<file path="config.mk">
export PLATFORM = sky130hd
export DESIGN_NAME = tilt_persistence_alarm_unit
export DESIGN_NICKNAME = d
export VERILOG_FILES = /design/src/hw/rtl/tpa_pkg.sv /design/src/hw/rtl/tpa_ctrl.sv /design/src/hw/rtl/tpa_datapath.sv /design/src/hw/rtl/tilt_persistence_alarm_unit.sv
export SDC_FILE = /design/constraint.sdc
export NUM_CORES = 2
export LEC_CHECK = 0
export BUFFER_PORTS_ARGS = -buffer_cell sky130_fd_sc_hd__buf_2
export CELL_PAD_IN_SITES_DETAIL_PLACEMENT = 1
export CELL_PAD_IN_SITES_GLOBAL_PLACEMENT = 1
export CORE_MARGIN = 2
export CORE_UTILIZATION = 34
export CTS_BUF_LIST = sky130_fd_sc_hd__clkbuf_4
export CTS_CLUSTER_DIAMETER = 150
export DETAILED_ROUTE_END_ITERATION = 10
export HOLD_SLACK_MARGIN = 0.1
export PLACE_DENSITY_LB_ADDON = 0.1
export SKIP_CTS_REPAIR_TIMING = 1
export SYNTH_ARGS = -nofsm -noshare
export SYNTH_HDL_FRONTEND = slang
export SYNTH_HIERARCHICAL = 1
export SYNTH_SLANG_ARGS = --single-unit
</file>
<file path="constraint.sdc">
create_clock -name clk -period 23.2 [get_ports clk]
set_input_delay 2.32 -clock clk [delete_from_list [all_inputs] [get_ports clk]]
set_output_delay 2.32 -clock clk [all_outputs]
set_load 0.01 [all_outputs]
</file>
<file path="src/hw/rtl/tpa_pkg.sv">
// Shared types, constants and the arctangent table for the tilt persistence alarm.
package tpa_pkg;

	// Defaults for the top-level parameters
	localparam int DEF_FILTER_FRAC_BITS = 8;
	localparam int DEF_ANGLE_ITERATIONS = 16;
	localparam int DEF_SAMPLE_WIDTH     = 16;

	// Fixed field and register widths
	localparam int RAW_W    = 16;
	localparam int ANGLE_W  = 16;
	localparam int CFG_IDX_W = 2;
	localparam int CFG_W    = 16;
	localparam int ALPHA_W  = 9;
	localparam int MS_W     = 16;

	// Angle scale: 1/256 degree
	localparam int ANGLE_90  = 23040;
	localparam int ANGLE_180 = 46080;

	// Arctangent table: 1/65536 degree per unit
	localparam int ATAN_W     = 22;
	localparam int ATAN_IDX_W = 5;
	localparam int ATAN_ACC_W = 25;

	// Register reset values
	localparam int RST_FILTER_ALPHA    = 51;
	localparam int RST_ANGLE_THRESHOLD = 6400;
	localparam int RST_HOLD_TIME_MS    = 3000;
	localparam int RST_BLINK_PERIOD_MS = 100;
	localparam int ALPHA_ONE           = 256;
	localparam int FZ_RESET_G          = 256;

	typedef enum logic [CFG_IDX_W-1:0] {
		REG_FILTER_ALPHA    = 2'd0,
		REG_ANGLE_THRESHOLD = 2'd1,
		REG_HOLD_TIME_MS    = 2'd2,
		REG_BLINK_PERIOD_MS = 2'd3
	} cfg_reg_t;

	typedef enum logic [0:0] {
		OP_TICK   = 1'b0,
		OP_SAMPLE = 1'b1
	} op_t;

	typedef struct packed {
		logic               operation;
		logic signed [15:0] accel_y;
		logic signed [15:0] accel_z;
	} in_item_t;

	typedef struct packed {
		logic        alarm_on;
		logic        indicator_level;
		logic        slouching;
		logic [15:0] roll_angle;
	} out_item_t;

	typedef enum logic [3:0] {
		ST_IDLE,
		ST_FY_MUL,
		ST_FY_ACC,
		ST_FZ_MUL,
		ST_FZ_ACC,
		ST_CORDIC_INIT,
		ST_CORDIC_ITER,
		ST_COMMIT_TICK,
		ST_COMMIT_SAMPLE
	} state_t;

	typedef struct packed {
		logic load;
		logic filt_mul;
		logic filt_acc;
		logic sel_z;
		logic cordic_init;
		logic cordic_step;
		logic commit_tick;
		logic commit_sample;
	} cmd_t;

	typedef struct packed {
		logic in_op;
		logic special;
		logic iter_last;
		logic out_free;
	} sts_t;

	function automatic logic [ATAN_W-1:0] atan_entry(input logic [ATAN_IDX_W-1:0] idx);
		logic [ATAN_W-1:0] v;
		case (idx)
			5'd0:    v = 22'd2949120;
			5'd1:    v = 22'd1740967;
			5'd2:    v = 22'd919879;
			5'd3:    v = 22'd466945;
			5'd4:    v = 22'd234379;
			5'd5:    v = 22'd117266;
			5'd6:    v = 22'd58666;
			5'd7:    v = 22'd29335;
			5'd8:    v = 22'd14668;
			5'd9:    v = 22'd7334;
			5'd10:   v = 22'd3667;
			5'd11:   v = 22'd1833;
			5'd12:   v = 22'd917;
			5'd13:   v = 22'd458;
			5'd14:   v = 22'd229;
			5'd15:   v = 22'd115;
			5'd16:   v = 22'd57;
			5'd17:   v = 22'd29;
			5'd18:   v = 22'd14;
			5'd19:   v = 22'd7;
			5'd20:   v = 22'd4;
			5'd21:   v = 22'd2;
			5'd22:   v = 22'd1;
			default: v = 22'd0;
		endcase
		return v;
	endfunction

endpackage

</file>
<file path="src/hw/rtl/tpa_ctrl.sv">
// Controller state machine sequencing filter, CORDIC and commit steps.
module tpa_ctrl import tpa_pkg::*; (
	input  logic   clk,
	input  logic   arst_n,
	input  logic   in_valid,
	output logic   in_ready,
	input  sts_t   sts,
	output cmd_t   cmd
);

	state_t state_q;
	state_t state_n;

	always_ff @(posedge clk or negedge arst_n) begin
		if (!arst_n) begin
			state_q <= ST_IDLE;
		end else begin
			state_q <= state_n;
		end
	end

	always_comb begin
		state_n  = state_q;
		cmd      = '0;
		in_ready = 1'b0;
		case (state_q)
			ST_IDLE: begin
				in_ready = 1'b1;
				if (in_valid) begin
					cmd.load = 1'b1;
					state_n  = (sts.in_op == OP_SAMPLE) ? ST_FY_MUL : ST_COMMIT_TICK;
				end
			end
			ST_FY_MUL: begin
				cmd.filt_mul = 1'b1;
				state_n      = ST_FY_ACC;
			end
			ST_FY_ACC: begin
				cmd.filt_acc = 1'b1;
				state_n      = ST_FZ_MUL;
			end
			ST_FZ_MUL: begin
				cmd.filt_mul = 1'b1;
				cmd.sel_z    = 1'b1;
				state_n      = ST_FZ_ACC;
			end
			ST_FZ_ACC: begin
				cmd.filt_acc = 1'b1;
				cmd.sel_z    = 1'b1;
				state_n      = ST_CORDIC_INIT;
			end
			ST_CORDIC_INIT: begin
				cmd.cordic_init = 1'b1;
				// skip rotation for axis-aligned or zero vectors
				state_n = sts.special ? ST_COMMIT_SAMPLE : ST_CORDIC_ITER;
			end
			ST_CORDIC_ITER: begin
				cmd.cordic_step = 1'b1;
				if (sts.iter_last) begin
					state_n = ST_COMMIT_SAMPLE;
				end
			end
			ST_COMMIT_TICK: begin
				if (sts.out_free) begin
					cmd.commit_tick = 1'b1;
					state_n         = ST_IDLE;
				end
			end
			ST_COMMIT_SAMPLE: begin
				if (sts.out_free) begin
					cmd.commit_sample = 1'b1;
					state_n           = ST_IDLE;
				end
			end
			default: begin
				state_n = ST_IDLE;
			end
		endcase
	end

endmodule

</file>
<file path="src/hw/rtl/tpa_datapath.sv">
// Datapath: registers, shared EMA multiplier, CORDIC unit, alarm timers, result register.
module tpa_datapath import tpa_pkg::*; #(
	parameter int FILTER_FRAC_BITS = DEF_FILTER_FRAC_BITS,
	parameter int ANGLE_ITERATIONS = DEF_ANGLE_ITERATIONS,
	parameter int SAMPLE_WIDTH     = DEF_SAMPLE_WIDTH
) (
	input  logic                 clk,
	input  logic                 arst_n,
	input  in_item_t             in_data,
	input  logic                 cfg_valid,
	input  logic [CFG_IDX_W-1:0] cfg_index,
	input  logic [CFG_W-1:0]     cfg_data,
	input  logic                 out_ready,
	output logic                 out_valid,
	output out_item_t            out_data,
	input  cmd_t                 cmd,
	output sts_t                 sts
);

	localparam int FW  = SAMPLE_WIDTH + FILTER_FRAC_BITS;
	localparam int DW  = FW + 1;
	localparam int PW  = FW + 11;
	localparam int SA  = FW + 12;
	localparam int CW  = FW + 2;
	localparam int AW  = ATAN_ACC_W;
	localparam int IW  = (ANGLE_ITERATIONS > 1) ? $clog2(ANGLE_ITERATIONS) : 1;
	localparam int SMAX_I = (1 << (SAMPLE_WIDTH - 1)) - 1;
	localparam int SMIN_I = -SMAX_I - 1;
	localparam logic signed [RAW_W-1:0] SMAX = RAW_W'(SMAX_I);
	localparam logic signed [RAW_W-1:0] SMIN = RAW_W'(SMIN_I);
	localparam logic signed [SA-1:0] FMAX = {{(SA-FW+1){1'b0}}, {(FW-1){1'b1}}};
	localparam logic signed [SA-1:0] FMIN = {{(SA-FW+1){1'b1}}, {(FW-1){1'b0}}};
	localparam int FZ_RESET = FZ_RESET_G * (1 << FILTER_FRAC_BITS);

	// configuration registers
	logic [ALPHA_W-1:0] alpha_q;
	logic [ANGLE_W-1:0] thr_q;
	logic [MS_W-1:0]    hold_q;
	logic [MS_W-1:0]    period_q;

	always_ff @(posedge clk or negedge arst_n) begin
		if (!arst_n) begin
			alpha_q  <= ALPHA_W'(RST_FILTER_ALPHA);
			thr_q    <= ANGLE_W'(RST_ANGLE_THRESHOLD);
			hold_q   <= MS_W'(RST_HOLD_TIME_MS);
			period_q <= MS_W'(RST_BLINK_PERIOD_MS);
		end else if (cfg_valid) begin
			case (cfg_index)
				REG_FILTER_ALPHA:    alpha_q  <= cfg_data[ALPHA_W-1:0];
				REG_ANGLE_THRESHOLD: thr_q    <= cfg_data[ANGLE_W-1:0];
				REG_HOLD_TIME_MS:    hold_q   <= cfg_data[MS_W-1:0];
				REG_BLINK_PERIOD_MS: period_q <= cfg_data[MS_W-1:0];
				default: ;
			endcase
		end
	end

	// captured item
	logic signed [RAW_W-1:0] raw_y_q;
	logic signed [RAW_W-1:0] raw_z_q;

	always_ff @(posedge clk) begin
		if (cmd.load) begin
			raw_y_q <= in_data.accel_y;
			raw_z_q <= in_data.accel_z;
		end
	end

	// EMA filter: f' = (a*(x - f) + 256*f + 128) >> 8, one axis at a time
	logic signed [FW-1:0]    fy_q;
	logic signed [FW-1:0]    fz_q;
	logic signed [FW-1:0]    f_sel;
	logic signed [RAW_W-1:0] raw_sel;
	logic signed [RAW_W-1:0] raw_sat;
	logic signed [FW-1:0]    x_scaled;
	logic signed [DW-1:0]    diff;
	logic [ALPHA_W-1:0]      alpha_eff;
	logic signed [PW-1:0]    prod_q;
	logic signed [SA-1:0]    ema_sum;
	logic signed [SA-1:0]    ema_shr;
	logic signed [FW-1:0]    ema_next;

	assign f_sel     = cmd.sel_z ? fz_q : fy_q;
	assign raw_sel   = cmd.sel_z ? raw_z_q : raw_y_q;
	assign raw_sat   = (raw_sel > SMAX) ? SMAX : ((raw_sel < SMIN) ? SMIN : raw_sel);
	assign x_scaled  = {raw_sat[SAMPLE_WIDTH-1:0], {FILTER_FRAC_BITS{1'b0}}};
	assign diff      = {x_scaled[FW-1], x_scaled} - {f_sel[FW-1], f_sel};
	assign alpha_eff = (alpha_q > ALPHA_W'(ALPHA_ONE)) ? ALPHA_W'(ALPHA_ONE) : alpha_q;
	assign ema_sum   = SA'(prod_q) + (SA'(f_sel) <<< 8) + SA'(128);
	assign ema_shr   = ema_sum >>> 8;
	assign ema_next  = (ema_shr > FMAX) ? FMAX[FW-1:0] :
	                   ((ema_shr < FMIN) ? FMIN[FW-1:0] : ema_shr[FW-1:0]);

	always_ff @(posedge clk) begin
		if (cmd.filt_mul) begin
			prod_q <= $signed({1'b0, alpha_eff}) * PW'(diff);
		end
	end

	always_ff @(posedge clk or negedge arst_n) begin
		if (!arst_n) begin
			fy_q <= '0;
			fz_q <= FW'(FZ_RESET);
		end else if (cmd.filt_acc) begin
			if (cmd.sel_z) begin
				fz_q <= ema_next;
			end else begin
				fy_q <= ema_next;
			end
		end
	end

	// CORDIC vectoring over (|fz|, |fy|)
	logic signed [CW-1:0] x_q;
	logic signed [CW-1:0] y_q;
	logic signed [AW-1:0] acc_q;
	logic [IW-1:0]        idx_q;
	logic signed [CW-1:0] fz_ext;
	logic signed [CW-1:0] fy_ext;
	logic signed [CW-1:0] xs;
	logic signed [CW-1:0] ys;
	logic [ATAN_W-1:0]    tab;
	logic signed [AW-1:0] tab_s;
	logic                 y_zero;
	logic                 x_zero;

	assign fz_ext = CW'(fz_q);
	assign fy_ext = CW'(fy_q);
	assign xs     = x_q >>> idx_q;
	assign ys     = y_q >>> idx_q;
	assign tab    = atan_entry(ATAN_IDX_W'(idx_q));
	assign tab_s  = $signed({{(AW-ATAN_W){1'b0}}, tab});
	assign y_zero = (fy_q == '0);
	assign x_zero = (fz_q == '0);

	always_ff @(posedge clk) begin
		if (cmd.cordic_init) begin
			x_q   <= fz_q[FW-1] ? -fz_ext : fz_ext;
			y_q   <= fy_q[FW-1] ? -fy_ext : fy_ext;
			acc_q <= '0;
		end else if (cmd.cordic_step) begin
			if (y_q > 0) begin
				x_q   <= x_q + ys;
				y_q   <= y_q - xs;
				acc_q <= acc_q + tab_s;
			end else begin
				x_q   <= x_q - ys;
				y_q   <= y_q + xs;
				acc_q <= acc_q - tab_s;
			end
		end
	end

	always_ff @(posedge clk or negedge arst_n) begin
		if (!arst_n) begin
			idx_q <= '0;
		end else if (cmd.cordic_init) begin
			idx_q <= '0;
		end else if (cmd.cordic_step) begin
			idx_q <= idx_q + IW'(1);
		end
	end

	// angle: round to 1/256 degree, clamp, mirror for negative Z
	logic signed [AW-1:0] acc_rnd;
	logic signed [AW-1:0] base_s;
	logic [ANGLE_W-1:0]   base_clamp;
	logic [ANGLE_W-1:0]   base;
	logic [ANGLE_W-1:0]   angle_new;

	assign acc_rnd = acc_q + AW'(128);
	assign base_s  = acc_rnd >>> 8;

	always_comb begin
		if (base_s < 0) begin
			base_clamp = '0;
		end else if (base_s > AW'(ANGLE_90)) begin
			base_clamp = ANGLE_W'(ANGLE_90);
		end else begin
			base_clamp = base_s[ANGLE_W-1:0];
		end
	end

	assign base      = y_zero ? '0 : (x_zero ? ANGLE_W'(ANGLE_90) : base_clamp);
	assign angle_new = fz_q[FW-1] ? (ANGLE_W'(ANGLE_180) - base) : base;

	// alarm state
	logic               bad_q, alert_q, drive_q;
	logic [MS_W-1:0]    bad_ms_q, tog_ms_q;
	logic [ANGLE_W-1:0] angle_q;
	logic               bad_n, alert_n, drive_n;
	logic [MS_W-1:0]    bad_ms_n, tog_ms_n;
	logic [ANGLE_W-1:0] angle_n;
	logic               commit;

	assign commit = cmd.commit_tick | cmd.commit_sample;

	always_comb begin
		bad_n    = bad_q;
		alert_n  = alert_q;
		drive_n  = drive_q;
		bad_ms_n = bad_ms_q;
		tog_ms_n = tog_ms_q;
		angle_n  = angle_q;
		if (cmd.commit_tick) begin
			if (tog_ms_q != '1) begin
				tog_ms_n = tog_ms_q + MS_W'(1);
			end
			if (bad_q && (bad_ms_q != '1)) begin
				bad_ms_n = bad_ms_q + MS_W'(1);
			end
		end else if (cmd.commit_sample) begin
			angle_n = angle_new;
			if (angle_new > thr_q) begin
				if (!bad_q) begin
					bad_n    = 1'b1;
					bad_ms_n = '0;
				end else if (bad_ms_q > hold_q) begin
					alert_n = 1'b1;
				end
			end else begin
				bad_n    = 1'b0;
				alert_n  = 1'b0;
				drive_n  = 1'b0;
				bad_ms_n = '0;
			end
		end
		if (alert_n && (tog_ms_n >= period_q)) begin
			drive_n  = ~drive_n;
			tog_ms_n = '0;
		end
	end

	always_ff @(posedge clk or negedge arst_n) begin
		if (!arst_n) begin
			bad_q    <= 1'b0;
			alert_q  <= 1'b0;
			drive_q  <= 1'b0;
			bad_ms_q <= '0;
			tog_ms_q <= '0;
			angle_q  <= '0;
		end else if (commit) begin
			bad_q    <= bad_n;
			alert_q  <= alert_n;
			drive_q  <= drive_n;
			bad_ms_q <= bad_ms_n;
			tog_ms_q <= tog_ms_n;
			angle_q  <= angle_n;
		end
	end

	// result register
	logic      out_valid_q;
	out_item_t out_q;

	always_ff @(posedge clk or negedge arst_n) begin
		if (!arst_n) begin
			out_valid_q <= 1'b0;
		end else if (commit) begin
			out_valid_q <= 1'b1;
		end else if (out_ready) begin
			out_valid_q <= 1'b0;
		end
	end

	always_ff @(posedge clk) begin
		if (commit) begin
			out_q.alarm_on        <= alert_n;
			out_q.indicator_level <= drive_n;
			out_q.slouching       <= bad_n;
			out_q.roll_angle      <= angle_n;
		end
	end

	assign out_valid = out_valid_q;
	assign out_data  = out_q;

	assign sts.in_op     = (op_t'(in_data.operation) == OP_SAMPLE);
	assign sts.special   = y_zero | x_zero;
	assign sts.iter_last = (idx_q == IW'(ANGLE_ITERATIONS - 1));
	assign sts.out_free  = ~out_valid_q | out_ready;

endmodule

</file>
<file path="src/hw/rtl/tilt_persistence_alarm_unit.sv">
// Top level of the tilt persistence alarm: controller plus datapath.
//
//  channel | signals                         | direction | transaction
//  --------+---------------------------------+-----------+--------------------------------
//  in      | in_valid, in_ready, in_data     | input     | one tick or one Y/Z sample
//  out     | out_valid, out_ready, out_data  | output    | one alarm status per input item
//  cfg     | cfg_valid, cfg_ready, cfg_index,| input     | one register write
//          | cfg_data                        |           |
//
// A tick takes the controller through accept and commit. A sample takes it
// through accept, multiply and accumulate per filter axis on the shared EMA
// multiplier, CORDIC set-up, one step per rotation and commit; zero or
// axis-aligned vectors skip the rotations. The result is registered at the commit.
// Reset restores the register defaults, the filter state and the alarm timers.
// A full output register stalls the commit; the next item is taken once the
// controller returns to idle, even while the last result waits to be taken.
module tilt_persistence_alarm_unit import tpa_pkg::*; #(
	parameter int FILTER_FRAC_BITS = DEF_FILTER_FRAC_BITS,
	parameter int ANGLE_ITERATIONS = DEF_ANGLE_ITERATIONS,
	parameter int SAMPLE_WIDTH     = DEF_SAMPLE_WIDTH
) (
	input  logic                 clk,
	input  logic                 arst_n,
	input  logic                 in_valid,
	output logic                 in_ready,
	input  in_item_t             in_data,
	output logic                 out_valid,
	input  logic                 out_ready,
	output out_item_t            out_data,
	input  logic                 cfg_valid,
	output logic                 cfg_ready,
	input  logic [CFG_IDX_W-1:0] cfg_index,
	input  logic [CFG_W-1:0]     cfg_data
);

	cmd_t cmd;
	sts_t sts;

	// take register writes in every cycle
	assign cfg_ready = 1'b1;

	tpa_ctrl u_ctrl (
		.clk      (clk),
		.arst_n   (arst_n),
		.in_valid (in_valid),
		.in_ready (in_ready),
		.sts      (sts),
		.cmd      (cmd)
	);

	tpa_datapath #(
		.FILTER_FRAC_BITS (FILTER_FRAC_BITS),
		.ANGLE_ITERATIONS (ANGLE_ITERATIONS),
		.SAMPLE_WIDTH     (SAMPLE_WIDTH)
	) u_datapath (
		.clk       (clk),
		.arst_n    (arst_n),
		.in_data   (in_data),
		.cfg_valid (cfg_valid),
		.cfg_index (cfg_index),
		.cfg_data  (cfg_data),
		.out_ready (out_ready),
		.out_valid (out_valid),
		.out_data  (out_data),
		.cmd       (cmd),
		.sts       (sts)
	);

endmodule

</file>
==> Yosys cells after proc, flatten, opt, wreduce, memory -nomap -nowiden <==
Memories as Yosys holds them, arrays and structs flattened.
Cells that the tools add are included.
{ "op_classes": {"n_lt_le_gt_ge": 11, "n_bitwise": 6, "muxes": 64, "add_sub_neg": 16, "n_eq_ne": 19, "reduce_logical": 21, "n_shift": 2, "multipliers": 1} }
{ "ops": {"columns": ["op", "n"], "rows": [
  ["$mux 16", 18],
  ["$mux 26", 8],
  ["$mux 24", 3],
  ["$add 26x26->26", 2],
  ["$neg 24->26", 2],
  ["$sshr 26x4->26", 2],
  ["$sub 26x26->26", 2],
  ["$logic_not 24->1", 2],
  ["$add 35x32->36", 1],
  ["$add 36x9->36 const B", 1],
  ["$mul 10x25->35", 1],
  ["$add 16x1->16 const B", 2],
  ["$gt 16x16->1", 2],
  ["$ne 16x16->1 const B", 2],
  ["$pmux 4 s8", 1],
  ["$gt 28x24->1 const B", 1],
  ["$lt 28x24->1 const B", 1],
  ["$gt 26x1->1 const B", 1],
  ["$add 25x23->25", 1],
  ["$add 25x9->25 const B", 1],
  ["$mux 1", 25],
  ["$mux 25", 1],
  ["$sub 24x24->25", 1],
  ["$sub 25x23->25", 1],
  ["other kinds (30)", 58]
]} }
{ "totals": {"wordCells": 166, "memories": 1, "register_bits": 328, "mem_bits_ro": 352} }
{ "memory_table": {"columns": ["memory", "depth", "word_bits", "read_ports", "rd_clocked_by_memory_dff", "wr", "line_no", "rtl"], "rows": [
  ["(no name shown)", 16, 22, 1, 0, 0, "tpa_pkg.sv:91", "case (idx)"]
]} }

==> Logic depth before layout (Yosys ltp) <==
{ "logic_depth": {"ltp_word": 14, "mapped_depth": 39, "depth_no_buf": 35} }

==> Cells and area by module <==
The synthesis kept the hierarchy.
{ "by_module_without_submodules": {"columns": ["module", "area_each_um2", "seq_area_each_um2", "cells_per_inst", "instances"], "rows": [
  ["tpa_datapath", 33274.4, 8485.6, 3653, 1],
  ["tpa_ctrl", 391.6, 100.1, 51, 1],
  ["tilt_persistence_alarm_unit", 11.3, 0.0, 2, 1]
]} }

==> Worst setup path before layout <==
OpenSTA, ideal clock, no wires.
{ "synth_timing": {"path_kind": "reg2reg", "startpoint": "register u_ctrl.state_q[1]", "endpoint": "register u_datapath.prod_q[34] (data pin)", "path_buffers": 5, "path_slack_ns": 13.648, "required_time_ns": 22.939, "synth_period_minus_slack_ns": 9.552, "arrival_time_ns": 9.290, "path_stages_with_launch": 36, "cell_sequence": "dfrtp_1 -> clkbuf_1 -> nand3b_1 -> a21oi_1 -> clkbuf_1 -> clkbuf_1 -> buf_1 -> clkbuf_1 -> mux2_2 -> ha_1 -> a21o_1 -> a21oi_1 -> o31ai_1 -> a21oi_1 -> o21ai_0 -> xnor2_1 -> nand2_1 -> fa_1 -> inv_1 -> fa_1 -> fa_1 -> fa_1 -> inv_1 -> fa_1 -> inv_1 -> ha_1 -> nand4_1 -> nor4_1 -> a22oi_1 -> o211a_1 -> o21a_1 -> o311a_1 -> nor3_1 -> a21o_1 -> a21oi_1 -> xnor2_1"} }
{ "synth_rtl": {"columns": ["element", "line_no", "rtl"], "rows": [
  ["start, declared", "tpa_ctrl.sv:11", "state_t state_q;"],
  ["start signal, assigned", "tpa_ctrl.sv:18", "state_q <= state_n;"],
  ["end signal, assigned", "tpa_datapath.sv:96", "prod_q <= $signed({1'b0, alpha_eff}) * PW'(diff);"],
  ["end, declared", "tpa_datapath.sv:78", "logic signed [PW-1:0] prod_q;"]
]} }

==> impl_metrics.csv <==
group,metric,value,unit
setup_path,cp_common_cell,"fa_1",
cts,clock_sinks,321,
detailed_routing,via_per_inst,5.187,
timing,finalCritPeriodShare,43.32,%
synthesis,ys_top_cells_by_count,"371 x nand2_1, 348 x inv_1, 302 x nor2_1, 254 x ha_1, 223 x a21oi_1",
timing,slew_viol_final,0,
timing,worst_slew_pin_slew,1064,ps
timing,setup-violations-final,0,
detailed_routing,wl_per_cell,19.84,um
cts,cts_tree,"done",
detailed_routing,drt_iter0_markers,1270,
setup_path,critPathKind,"flip-flop to flip-flop",
timing,rsz0062_at_grt,"no",
synthesis,ys_types,100,
die,dieWidth,318.7,um
setup_path,crit_arrival,10710,ps
synthesis,synth_edf_count,131,
timing,max_clock_freq,99.49,MHz
setup_path,cp.required,23860,ps
synthesis,async_flop_share,51.40,%
synthesis,synth_ff_type,"dfrtp_1",
die,start_util,34.27,%
grt,grt_antenna_before_repair,7,
layout,fill_cells,11500,
layout,nets,4268,
synthesis,syn_nets,4204,
layout,instances_no_fill,5147,
timing,fin_tns_setup,0,ps
cts,cts_inserted_buffers,101,
timing,slew_headroom,28.55,%
setup_path,critPathMaxStageDelay,680,ps
detailed_routing,via_count,26700,
cts,htreeDepth,3,
cts,clk_latency,930,ps
synthesis,synth.area.top_cells,"edfxtp_1 12%, fa_1 11%, dfrtp_1 11%",
synthesis,synth.largest_area_cell,"edfxtp_1",
synthesis,synth_area,33680,um^2
setup_path,crit_slowest_cell,"mux2i_1",
synthesis,ys.warnings.count,6,
layout,design_area,36710,um^2
grt,grt-ovfl-total,0,
die,rows,115,
cts,path_clk_slew,70,ps
timing,min_period,10050,ps
detailed_routing,drc,0,
layout,drive_above_1_share,14.09,%
timing,hold_violations,0,
placement,hpwl,79350,um
layout,syn_to_final_growth,8.995,%
grt,grt_max_degree,84,
die,io_pins,78,
job,drv_cap,0,
placement,io_buffers,76,
cts,clock_path_buffers,3,
placement,dpl-instance-area,35370,um^2
synthesis,avgSynthCellArea,9.087,um^2
cts,root_buffer,"clkbuf_4",
detailed_routing,postRouteAntennaNets,0,
synthesis,synth_seq_cells,321,
grt,grt_pass1_vias,28300,
die,die-height,318.7,um
grt,grt_util_all_layers,20.28,%
synthesis,syn_inst,3706,
setup_path,endpoint_kind,"flip-flop",
detailed_routing,wl,102100,um
die,design.core.area,98280,um^2
die,dieArea,101600,um^2
timing,fin_skew,77.66,ps
setup_path,start_kind,"flip-flop",
outcome,status,"finished clean",
placement,place_inst,4954,
grt,grt_pass1_wl,163500,um
synthesis,synth_top_area_share,11.68,%
min_path,hp-class,"flip-flop to flip-flop",
setup_path,crit_fanout,56,
placement,globalplace.congestion,0.8076,
synthesis,ys_seq_area_share,25.49,%
detailed_routing,drt_pass1_iterations,5,
synthesis,yosysMostFrequentCell,"nand2_1",
metrics by stage:
stage / setup WS, ps / util (%) / hold slack, ps
after floorplan: 13650 / - / 438.7
after global placement: 13260 / 35.99 / 453.5
after detailed placement: 13000 / 35.99 / 465.5
after CTS: 13000 / 37.34 / 481.5
after global routing: 12200 / 37.35 / 511.5
final: 13150 / 37.35 / 475.6
final timing paths:
check | start | to | slack, ps | cells after the start
max in group asynchronous | arst_n | u_datapath/fy_q[21] | 19910 | 3
min in group asynchronous | arst_n | u_datapath/tog_ms_q[12] | 1480 | 1
max | u_ctrl/state_q[1] | u_datapath/prod_q[34] | 13150 | 31
max reg2reg | u_ctrl/state_q[1] | u_datapath/prod_q[34] | 13150 | 31
min | u_datapath/angle_q[2] | u_datapath/angle_q[2] | 480 | 2
min reg2reg | u_datapath/angle_q[2] | u_datapath/angle_q[2] | 480 | 2
worst max-delay path: cells and delay by family (launching register included):
kind,cells,cell delay (ps)
fa+ha+maj,7,3310
compound gates,11,2760
simple gates,6,1260
buf+inv,4,740
mux,1,680
flops,1,540
xor+xnor,2,460
area by class of cell:
type | count | area, um^2 | area share (%)
multi-input combinational | 2880 | 23170 | 63.13
sequential | 321 | 8593 | 23.41
tap | 1287 | 1610 | 4.387
inverter | 351 | 1318 | 3.589
clock buffer | 145 | 1089 | 2.966
timing repair buffer | 115 | 679.4 | 1.851
clock inverter | 43 | 232.7 | 0.6340
antenna | 5 | 12.51 | 0.03409
sequential cells by signal, indices dropped and copies added (netlist names), 19 cells and up:
signal / cells
u_datapath/x_q: 26
u_datapath/out_data: 19
u_datapath/fz_q: 24
u_datapath/prod_q: 28
u_datapath/y_q: 26
u_datapath/fy_q: 24
u_datapath/acc_q: 25
cell families (layout without fill, tap and decap cells):
logic type,Yosys count,in the layout,share of synthesized area [%]
and+or+nand+nor,1133,1133,15.96
AOI/OAI and AO/OA,753,753,14.13
buffers and inverters,505,654,5.844
adders and majority gates,442,442,20.61
DFF,321,321,25.49
xor gates and xnor gates,307,307,8.006
muxes,244,244,9.949
other,1,6,0.01114
layout by cell type (no fill, tap or decap), types with 75 or more instances in the layout:
cell and instances:
a21oi_1 222, buf_2 75, clkbuf_4 145, dfrtp_1 143, edfxtp_1 131, fa_1 188
ha_1 254, inv_1 347, mux2_2 132, nand2_1 371, nor2_1 300, o21ai_0 200
xnor2_1 197, xor2_1 109
layer usage:
metal	vias up	GRT usage [%]	part of all wire, %
met5	-	0	0.026
met4	4	5.329	2.4
met2	338	32.55	45
met1	13190	28.69	49
li1	13010	-	-
met3	151	2.633	2.9
Power is left out: the tool's default activity adds up to more than one toggle a clock period on the data nets, which glitch-free logic cannot reach.
